===== config.mk =====
export PLATFORM = sky130hd
export DESIGN_NAME = gras_cfg_regs
export DESIGN_NICKNAME = d
export VERILOG_FILES = /design/src/gras_pkg.sv /design/src/gras_cfg_regs.sv
export SDC_FILE = /design/constraint.sdc
export NUM_CORES = 1
export LEC_CHECK = 0
export ABC_CLOCK_PERIOD_IN_PS = 1700
export BUFFER_PORTS_ARGS = -buffer_cell sky130_fd_sc_hd__buf_4
export CORE_MARGIN = 4
export CORE_UTILIZATION = 40
export CTS_CLUSTER_SIZE = 40
export DETAILED_ROUTE_END_ITERATION = 16
export MAX_ROUTING_LAYER = met4
export PLACE_DENSITY_LB_ADDON = 0.12
export SETUP_SLACK_MARGIN = 0.15
export SKIP_CTS_REPAIR_TIMING = 1
export SYNTH_ARGS = -nofsm -noshare
export SYNTH_HDL_FRONTEND = slang
export SYNTH_SLANG_ARGS = --single-unit

===== constraint.sdc =====
create_clock -name i_clk -period 1.7 [get_ports i_clk]
set_input_delay 0.255 -clock i_clk [delete_from_list [all_inputs] [get_ports i_clk]]
set_output_delay 0.255 -clock i_clk [all_outputs]
set_load 0.01 [all_outputs]

===== src/gras_pkg.sv =====
`timescale 1ns / 1ps

package gras_pkg;

    // item field widths
    localparam int FUNC_W = 3;
    localparam int POS_W  = 6;
    localparam int AMT_W  = 32;
    localparam int SUM_W  = 64;

    // configuration registers
    localparam int CFG_W  = 7;
    localparam int APB_AW = 3;
    localparam int APB_DW = 32;
    localparam int RESET_ROWS_IN_USE = 64;
    localparam int RESET_COLS_IN_USE = 64;

    localparam int DEF_MAX_ROWS = 64;
    localparam int DEF_MAX_COLS = 64;

    typedef enum logic [FUNC_W-1:0] {
        FN_WRITE_BASE = 3'd0,
        FN_RECT_ADD   = 3'd1,
        FN_BUILD      = 3'd2,
        FN_QUERY      = 3'd3,
        FN_CLEAR      = 3'd4
    } t_func;

    typedef enum logic {
        REG_ROWS_IN_USE = 1'b0,
        REG_COLS_IN_USE = 1'b1
    } t_reg_idx;

    // width of row/column index arithmetic: covers the padded grid,
    // the item position fields and the configuration registers, plus a carry bit
    function automatic int f_idx_w(input int max_rows, input int max_cols);
        int w;
        w = $clog2(max_rows + 2);
        if ($clog2(max_cols + 2) > w) w = $clog2(max_cols + 2);
        if (POS_W > w) w = POS_W;
        if (CFG_W > w) w = CFG_W;
        return w + 1;
    endfunction

endpackage


===== src/gras_cfg_regs.sv =====
`timescale 1ns / 1ps

module gras_cfg_regs #(
    parameter int MAX_ROWS = gras_pkg::DEF_MAX_ROWS,
    parameter int MAX_COLS = gras_pkg::DEF_MAX_COLS
) (
    input  logic                          i_clk,
    input  logic                          i_rst_n,
    input  logic                          i_psel,
    input  logic                          i_penable,
    input  logic                          i_pwrite,
    input  logic [gras_pkg::APB_AW-1:0]   i_paddr,
    input  logic [gras_pkg::APB_DW-1:0]   i_pwdata,
    output logic [gras_pkg::APB_DW-1:0]   o_prdata,
    output logic                          o_pready,
    output logic [gras_pkg::f_idx_w(MAX_ROWS, MAX_COLS)-1:0] o_eff_rows,
    output logic [gras_pkg::f_idx_w(MAX_ROWS, MAX_COLS)-1:0] o_eff_cols
);

    localparam int XW = gras_pkg::f_idx_w(MAX_ROWS, MAX_COLS);

    typedef logic [XW-1:0] t_idx;

    logic [gras_pkg::CFG_W-1:0] r_rows_in_use;
    logic [gras_pkg::CFG_W-1:0] r_cols_in_use;
    logic                       w_wr;
    gras_pkg::t_reg_idx         w_sel;

    // clamp to 1..max; zero behaves as one
    function automatic t_idx f_sat(input logic [gras_pkg::CFG_W-1:0] v, input t_idx lim);
        t_idx x;
        x = XW'(v);
        if (x == '0) return t_idx'(1);
        if (x > lim) return lim;
        return x;
    endfunction

    assign w_wr     = i_psel && i_penable && i_pwrite && o_pready;
    assign w_sel    = gras_pkg::t_reg_idx'(i_paddr[gras_pkg::APB_AW-1]);
    assign o_pready = 1'b1;

    always_ff @(posedge i_clk) begin
        if (!i_rst_n) begin
            r_rows_in_use <= gras_pkg::CFG_W'(gras_pkg::RESET_ROWS_IN_USE);
            r_cols_in_use <= gras_pkg::CFG_W'(gras_pkg::RESET_COLS_IN_USE);
        end else if (w_wr) begin
            unique case (w_sel)
                gras_pkg::REG_ROWS_IN_USE: r_rows_in_use <= i_pwdata[gras_pkg::CFG_W-1:0];
                gras_pkg::REG_COLS_IN_USE: r_cols_in_use <= i_pwdata[gras_pkg::CFG_W-1:0];
                default: ;
            endcase
        end
    end

    always_comb begin
        unique case (w_sel)
            gras_pkg::REG_ROWS_IN_USE: o_prdata = gras_pkg::APB_DW'(r_rows_in_use);
            gras_pkg::REG_COLS_IN_USE: o_prdata = gras_pkg::APB_DW'(r_cols_in_use);
            default:                   o_prdata = '0;
        endcase
    end

    assign o_eff_rows = f_sat(r_rows_in_use, t_idx'(MAX_ROWS));
    assign o_eff_cols = f_sat(r_cols_in_use, t_idx'(MAX_COLS));

endmodule


Yosys cells after proc, flatten, opt, wreduce, memory -nomap -nowiden
Index checks and enable logic that the tools add are counted.
W data, S select, Z words.
{"block": "op_classes", "add_sub_neg": 0, "multipliers": 0, "div": 0, "magnitude_cmp": 2, "n_eq_ne": 0, "shift": 0, "muxes": 15, "n_bitwise": 1, "reduce_logical": 6}
{"operator": "$mux W8", "n": 8}
{"operator": "$pmux W32 S2", "n": 1}
{"operator": "$gt A7 B7 Y1 const B", "n": 2}
{"operator": "$logic_not A7 Y1", "n": 2}
{"operator": "$mux W1", "n": 6}
{"operator": "$reduce_and A2 Y1", "n": 2}
{"operator": "$logic_and A1 B1 Y1", "n": 2}
{"operator": "$not A1 Y1", "n": 1}
{"block": "word_totals", "ff_bits": 14, "latch_bits": 0, "ramBits": 0, "romBits": 0, "in_bits": 40, "output_inout_bits": 49, "elab_cells": 26, "mem_count": 0}

Longest topological paths before layout
Gate-level depths: netlist of run 1.
{"block": "depth", "word_depth": 5, "ltp_mapped": 4, "depth_no_buf": 2}

Least setup slack after synthesis of run 1
OpenSTA, ideal clock, no wires.
{"block": "synth_timing", "path_kind": "register to output", "from": "reg r_rows_in_use[2] (netlist bit)", "to": "out o_eff_rows[0] (netlist bit)", "arrival_ns": 0.976, "required_ns": 1.445, "setup_slack_ns": 0.469, "path_stages_with_launch": 3, "path_buffers": 0, "cell_sequence": "dfxtp_1 -> or3_1 -> o41ai_2"}
{"block": "synth_between", "elab_chain_len": 5, "elab_cells_between_ends": 8, "classes_between": "order compare: 1; mux: 6; reduce/logical: 1"}
{"item": "start: declaration", "line": "gras_cfg_regs.sv:24", "rtl": "logic [gras_pkg::CFG_W-1:0] r_rows_in_use;"}
{"item": "start signal: assignment", "line": "gras_cfg_regs.sv:44", "rtl": "r_rows_in_use <= gras_pkg::CFG_W'(gras_pkg::RESET_ROWS_IN_USE);"}
{"item": "start signal: assignment", "line": "gras_cfg_regs.sv:48", "rtl": "gras_pkg::REG_ROWS_IN_USE: r_rows_in_use <= i_pwdata[gras_pkg::CFG_W-1:0];"}
{"item": "$gt A7 B7 Y1", "line": "gras_cfg_regs.sv:34", "rtl": "if (x > lim) return lim;"}
{"item": "$mux W1 (2 in a row)", "line": "gras_cfg_regs.sv:34"}
{"item": "$mux W8", "line": "gras_cfg_regs.sv:35", "rtl": "return x;"}
{"item": "$mux W8 (*)", "line": "gras_cfg_regs.sv:34"}
{"item": "end: declaration", "line": "gras_cfg_regs.sv:16", "rtl": "output logic [gras_pkg::f_idx_w(MAX_ROWS, MAX_COLS)-1:0] o_eff_rows,"}
Mark *: on every way between the ends. The rest lies on a longest branch, timed or not. The select of a mux whose other input is x is not followed.

Worst setup path in the final report of run 1
{"block": "layout_timing", "from": "reg r_cols_in_use[1] (netlist bit)", "to": "out o_eff_cols[0] (netlist bit)"}
{"block": "layout_between", "elab_chain_len": 5, "elab_cells_between_ends": 8, "classes_between": "order compare: 1; mux: 6; reduce/logical: 1"}
{"item": "start: declaration", "line": "gras_cfg_regs.sv:25", "rtl": "logic [gras_pkg::CFG_W-1:0] r_cols_in_use;"}
{"item": "start signal: assignment", "line": "gras_cfg_regs.sv:45", "rtl": "r_cols_in_use <= gras_pkg::CFG_W'(gras_pkg::RESET_COLS_IN_USE);"}
{"item": "start signal: assignment", "line": "gras_cfg_regs.sv:49", "rtl": "gras_pkg::REG_COLS_IN_USE: r_cols_in_use <= i_pwdata[gras_pkg::CFG_W-1:0];"}
{"item": "$gt A7 B7 Y1", "line": "gras_cfg_regs.sv:34"}
{"item": "$mux W1 (2 in a row)", "line": "gras_cfg_regs.sv:34"}
{"item": "$mux W8", "line": "gras_cfg_regs.sv:35"}
{"item": "$mux W8 (*)", "line": "gras_cfg_regs.sv:34"}
{"item": "end: declaration", "line": "gras_cfg_regs.sv:17", "rtl": "output logic [gras_pkg::f_idx_w(MAX_ROWS, MAX_COLS)-1:0] o_eff_cols"}
Marks and branches as above.

==> impl_metrics.ini, run 1 <==
[min_path]
hold_depth = 3
hp-start = i_pwdata[6]
hold_path_end = r_rows_in_use[6]
hold_path.class = in -> reg

[cells_and_area]
areaGrowthSynthToFinish_pct = 18.2
nNetsFinal = 180
final_cell_mix = buf_4 (33), conb_1 (28), nand2_1 (18), mux2i_1 (14), nor2b_1 (13)
layout_commonest_cell = buf_4
antenna_cells = 0
layout-drive-gt1-share = 0.374
final_cells = 167

[yosys]
synth_area_per_cell_um2 = 9.07
yosys_warnings = 0
syn-cell-area_um2 = 997
yosys.cell_types.count = 14
synth-seq-cells = 14
synthCells = 110
ys_seq_area_frac = 0.281

[placed_design]
post-dp-hpwl_mm = 1.52
gp_congestion = 0.776
place_inst = 163
port_buffers = 33

[worst_setup_path]
r2r_cells = 2
arrival_ns = 1.36
reg2reg_from = r_cols_in_use[6]
cp_max_fo = 4
crit_type = reg -> out
critical_path_required_ns = 1.44
startpoint_type = flip-flop
cp-end-kind = primary output
regToRegSetupSlack_ns = 0.84
reg2reg_to = r_cols_in_use[6]

[power]
p_per_area_nw_per_um2 = 586
power_leakage_nw = 0.645
peakVddDrop_v = 0.000321

[timing]
setup_tns_ns = 0
finalSetupViolations = 0
final.setup_skew_ns = 0
slew_viol_final = 0
layout_min_cycle_time_ns = 1.62
fin_crit_sh = 0.951
hold_violations = 0
clock.fmax_ghz = 0.618
rsz0062_at_grt = yes

[floorplanning]
io_pins = 89
die_h_um = 57.9
rows = 17
initial_core_util = 0.434
core_area_um2 = 2300
die_area_um2 = 3360
die_w_um = 57.9

[grt]
grt_use_total = 0.109
grt_pass1_wl_mm = 2.73
grt_max_degree = 22
grt_pass1_vias = 617
antenna_found_initial = 0
grt_overflow = 0

[clocking]
htree_levels = 1
clk_latency_ns = 0.27
cts_tree = done
cts_buffer_depth = 2
cts_buffers = 3
root_buffer = clkbuf_4
cts.sinks = 14
clk_pin_slew_ns = 0.08

[drt]
drc = 0
wl_per_cell_um = 11.8
vias = 737
via_per_inst = 4.41
drt_iter0_drc = 11
dr.pass1.iters = 4
ant_nets = 0
finalWirelength_mm = 1.98

[run]
maxCapViolCount = 0

[outcome]
run_status = completed
power breakdown:
part / total [mW] / internal [mW] / switching (mW)
combinational: 0.114 / 0.0484 / 0.0658
sequential: 0.344 / 0.335 / 0.00890
clock: 0.233 / 0.130 / 0.103
worst max-delay path: stages, from the launching register on:
cell and delay [ns]:
dfxtp_2 0.34, or3_4 0.39, o41ai_2 0.20, buf_4 0.17
cell usage after synthesis, drive strengths merged:
| master | count | share of area |
|---|---|---|
| dfxtp | 14 | 0.28 |
| mux2 | 7 | 0.079 |
| nand2b | 2 | 0.013 |
| or3 | 2 | 0.013 |
| conb | 2 | 0.0075 |
| nand4 | 1 | 0.013 |
| clkbuf | 4 | 0.015 |
| o41ai | 2 | 0.033 |
| mux2i | 14 | 0.14 |
| nor2b | 13 | 0.082 |
| nand4b | 1 | 0.024 |
| nand2 | 18 | 0.068 |
| buf | 30 | 0.23 |
final cells by class:
cell class	instances	area (um2)
clock buffers	4	36.3
fillers	232	1120
multi-input cells	88	577
flip-flops and latches	14	283
well taps	28	35.0
repair buffers	33	248
worst max-delay path by stage:
| stage | startpoint | to | slack, ns | depth (start not counted) |
|---|---|---|---|---|
| 2_1_floorplan | r_rows_in_use[2] | o_eff_rows[0] | 0.47 | 2 |
| 3_3_place_gp | r_rows_in_use[2] | o_eff_rows[0] | 0.34 | 3 |
| 3_5_place_dp | r_cols_in_use[1] | o_eff_cols[0] | 0.35 | 3 |
| 4_1_cts | r_cols_in_use[1] | o_eff_cols[0] | 0.04 | 3 |
| 5_1_grt | r_rows_in_use[2] | o_eff_rows[0] | 0.01 | 3 |
| 6_report | r_cols_in_use[1] | o_eff_cols[0] | 0.08 | 3 |
state kept, by name, summed over array words and instances, names as in the netlist:
name	cells
r_cols_in_use	7
r_rows_in_use	7
cell families after synthesis:
family	Yosys count	synth area share
AND/OR/NAND/NOR	37	0.211
buffers and inverters	34	0.248
flip-flops	14	0.281
multiplexers	21	0.220
AO/OA/AOI/OAI	2	0.0326
other	2	0.00753
metal layers:
layer,up-vias,share of wire,GRT usage
met1,338,0.37,0.116
met4,0,0,0.0596
met2,39,0.52,0.184
met3,0,0.11,0.0267
li1,360,-,-
met5,-,0,-
per-stage QoR:
step	hold slack, ns	worst slack (ns)	instance area (um2)	power, mW	utilization
after floorplan	0.416	0.469	1090	0.471	-
after global placement	0.463	0.342	1130	0.461	0.492
after detailed placement	0.476	0.348	1130	0.462	0.492
after CTS	0.242	0.0361	1170	0.697	0.508
after global routing	0.247	0.0134	1180	0.721	0.513
final	0.247	0.0825	1180	0.691	0.513
No activity file was read; power rests on OpenSTA's default activity.
==> run 2: changes to the inputs <==
Settings changed: CELL_PAD_IN_SITES_DETAIL_PLACEMENT set to 1, CELL_PAD_IN_SITES_GLOBAL_PLACEMENT set to 1, CORE_UTILIZATION 40 to 26.
==> run 2 against run 1 <==
  * Total power up 14%
  * First-iteration DRC count rose to 2.7 times the previous value
  * Clock skew is the same
  * Sequential power is essentially flat
  * Combinational power is 4% higher
  * Largest power group unchanged
  * Highest routed layer is now met4
==> impl_metrics.ini, run 2 (synthesized netlist as in run 1, its figures left out) <==
[cells_and_area]
layout-drive-gt1-share = 0.381
largestRegisters = r_cols_in_use (7), r_rows_in_use (7)
antenna_cells = 0
areaGrowthSynthToFinish_pct = 25.0
layout_commonest_cell = buf_4
nNetsFinal = 180
final_cell_mix = buf_4 (33), conb_1 (28), nand2_1 (18), mux2i_1 (14), nor2b_1 (13)

[timing]
setup_tns_ns = 0
slew_viol_final = 0
finalSetupViolations = 0
rsz0062_at_grt = yes
hold_violations = 0
whs_ns = 0.276
fin_crit_sh = 0.949
final.setup_skew_ns = 0
layout_min_cycle_time_ns = 1.61
clock.fmax_ghz = 0.620

[drt]
ant_nets = 0
dr.pass1.iters = 4
via_per_inst = 3.93
drc = 0
wl_per_cell_um = 12.9
vias = 734
drt_iter0_drc = 30
finalWirelength_mm = 2.42

[worst_setup_path]
cp_top_family = simple AND/OR/NAND/NOR gates
cp_max_fo = 4
startpoint_type = flip-flop
worstPathCellList = or3_4, o41ai_4, buf_4
slowest_delay_ns = 0.40
cp-end-kind = primary output
critical_path_required_ns = 1.44
arrival_ns = 1.36
crit_type = reg -> out
cp.buffers_inverters = 1
crit_slowest_cell = or3_4

[placed_design]
port_buffers = 33
gp_congestion = 0.689
post-dp-hpwl_mm = 1.91

[grt]
grt_overflow = 0
grt_pass1_wl_mm = 3.84
grt_pass1_vias = 728
antenna_found_initial = 0
grt_max_degree = 22
grt_use_total = 0.104

[floorplanning]
die_h_um = 69.9
die_w_um = 69.9
die_area_um2 = 4890
rows = 22
initial_core_util = 0.270
io_pins = 89
core_area_um2 = 3690

[power]
peakVddDrop_v = 0.000368
power_leakage_nw = 0.654
p_per_area_nw_per_um2 = 635

[clocking]
root_buffer = clkbuf_8
clk_latency_ns = 0.24
cts_buffer_depth = 2
clk_pin_slew_ns = 0.06
cts_tree = done
cts.sinks = 14
cts_buffers = 3
htree_levels = 1

[run]
maxCapViolCount = 0

[min_path]
hold_path.class = in -> reg

[outcome]
run_status = completed
[run 2: where the power goes]
part | total [mW] | internal [mW] | switching, mW
logic | 0.118 | 0.0496 | 0.0682
clock network | 0.327 | 0.205 | 0.122
registers | 0.346 | 0.336 | 0.0105
total | 0.791 | 0.590 | 0.200
[run 2: metrics by stage]
stage	setup WS, ns	power [mW]	std cells	instance area, um2	utilization
2_1_floorplan	0.469	0.471	136	1090	-
3_3_place_gp	0.301	0.464	183	1150	0.313
3_5_place_dp	0.290	0.466	183	1150	0.313
4_1_cts	0.0148	0.800	187	1210	0.328
5_1_grt	0.0226	0.829	187	1250	0.338
6_report	0.0871	0.791	187	1250	0.338
[run 2: cell type report]
type	instances	area (um2)
timing repair buffer	33	248
sequential	14	284
tap	48	60.1
fill	444	2440
clock buffer	4	55.1
multi-input combinational	88	599
[run 2: worst paths after layout]
path	startpoint	to	slack, ns	cells past startpoint
max	r_cols_in_use[1]	o_eff_cols[0]	0.09	3
min	i_pwdata[6]	r_cols_in_use[6]	0.28	3
max reg2reg	r_cols_in_use[6]	r_cols_in_use[6]	0.83	2
min reg2reg	r_rows_in_use[2]	r_rows_in_use[2]	0.48	2
[run 2: tightest hold or removal path, cell delays in order]
cell and delay, ns:
buf_4 0.07, nor2b_1 0.05, mux2i_1 0.11
[run 2: metal layers]
| layer | wire length, um | part of all wire | track usage |
|---|---|---|---|
| met2 | 1140 | 0.47 | 0.154 |
| met4 | 44 | 0.018 | 0.0447 |
| met3 | 182 | 0.075 | 0.0288 |
| met5 | 0 | 0 | - |
| met1 | 1050 | 0.43 | 0.131 |
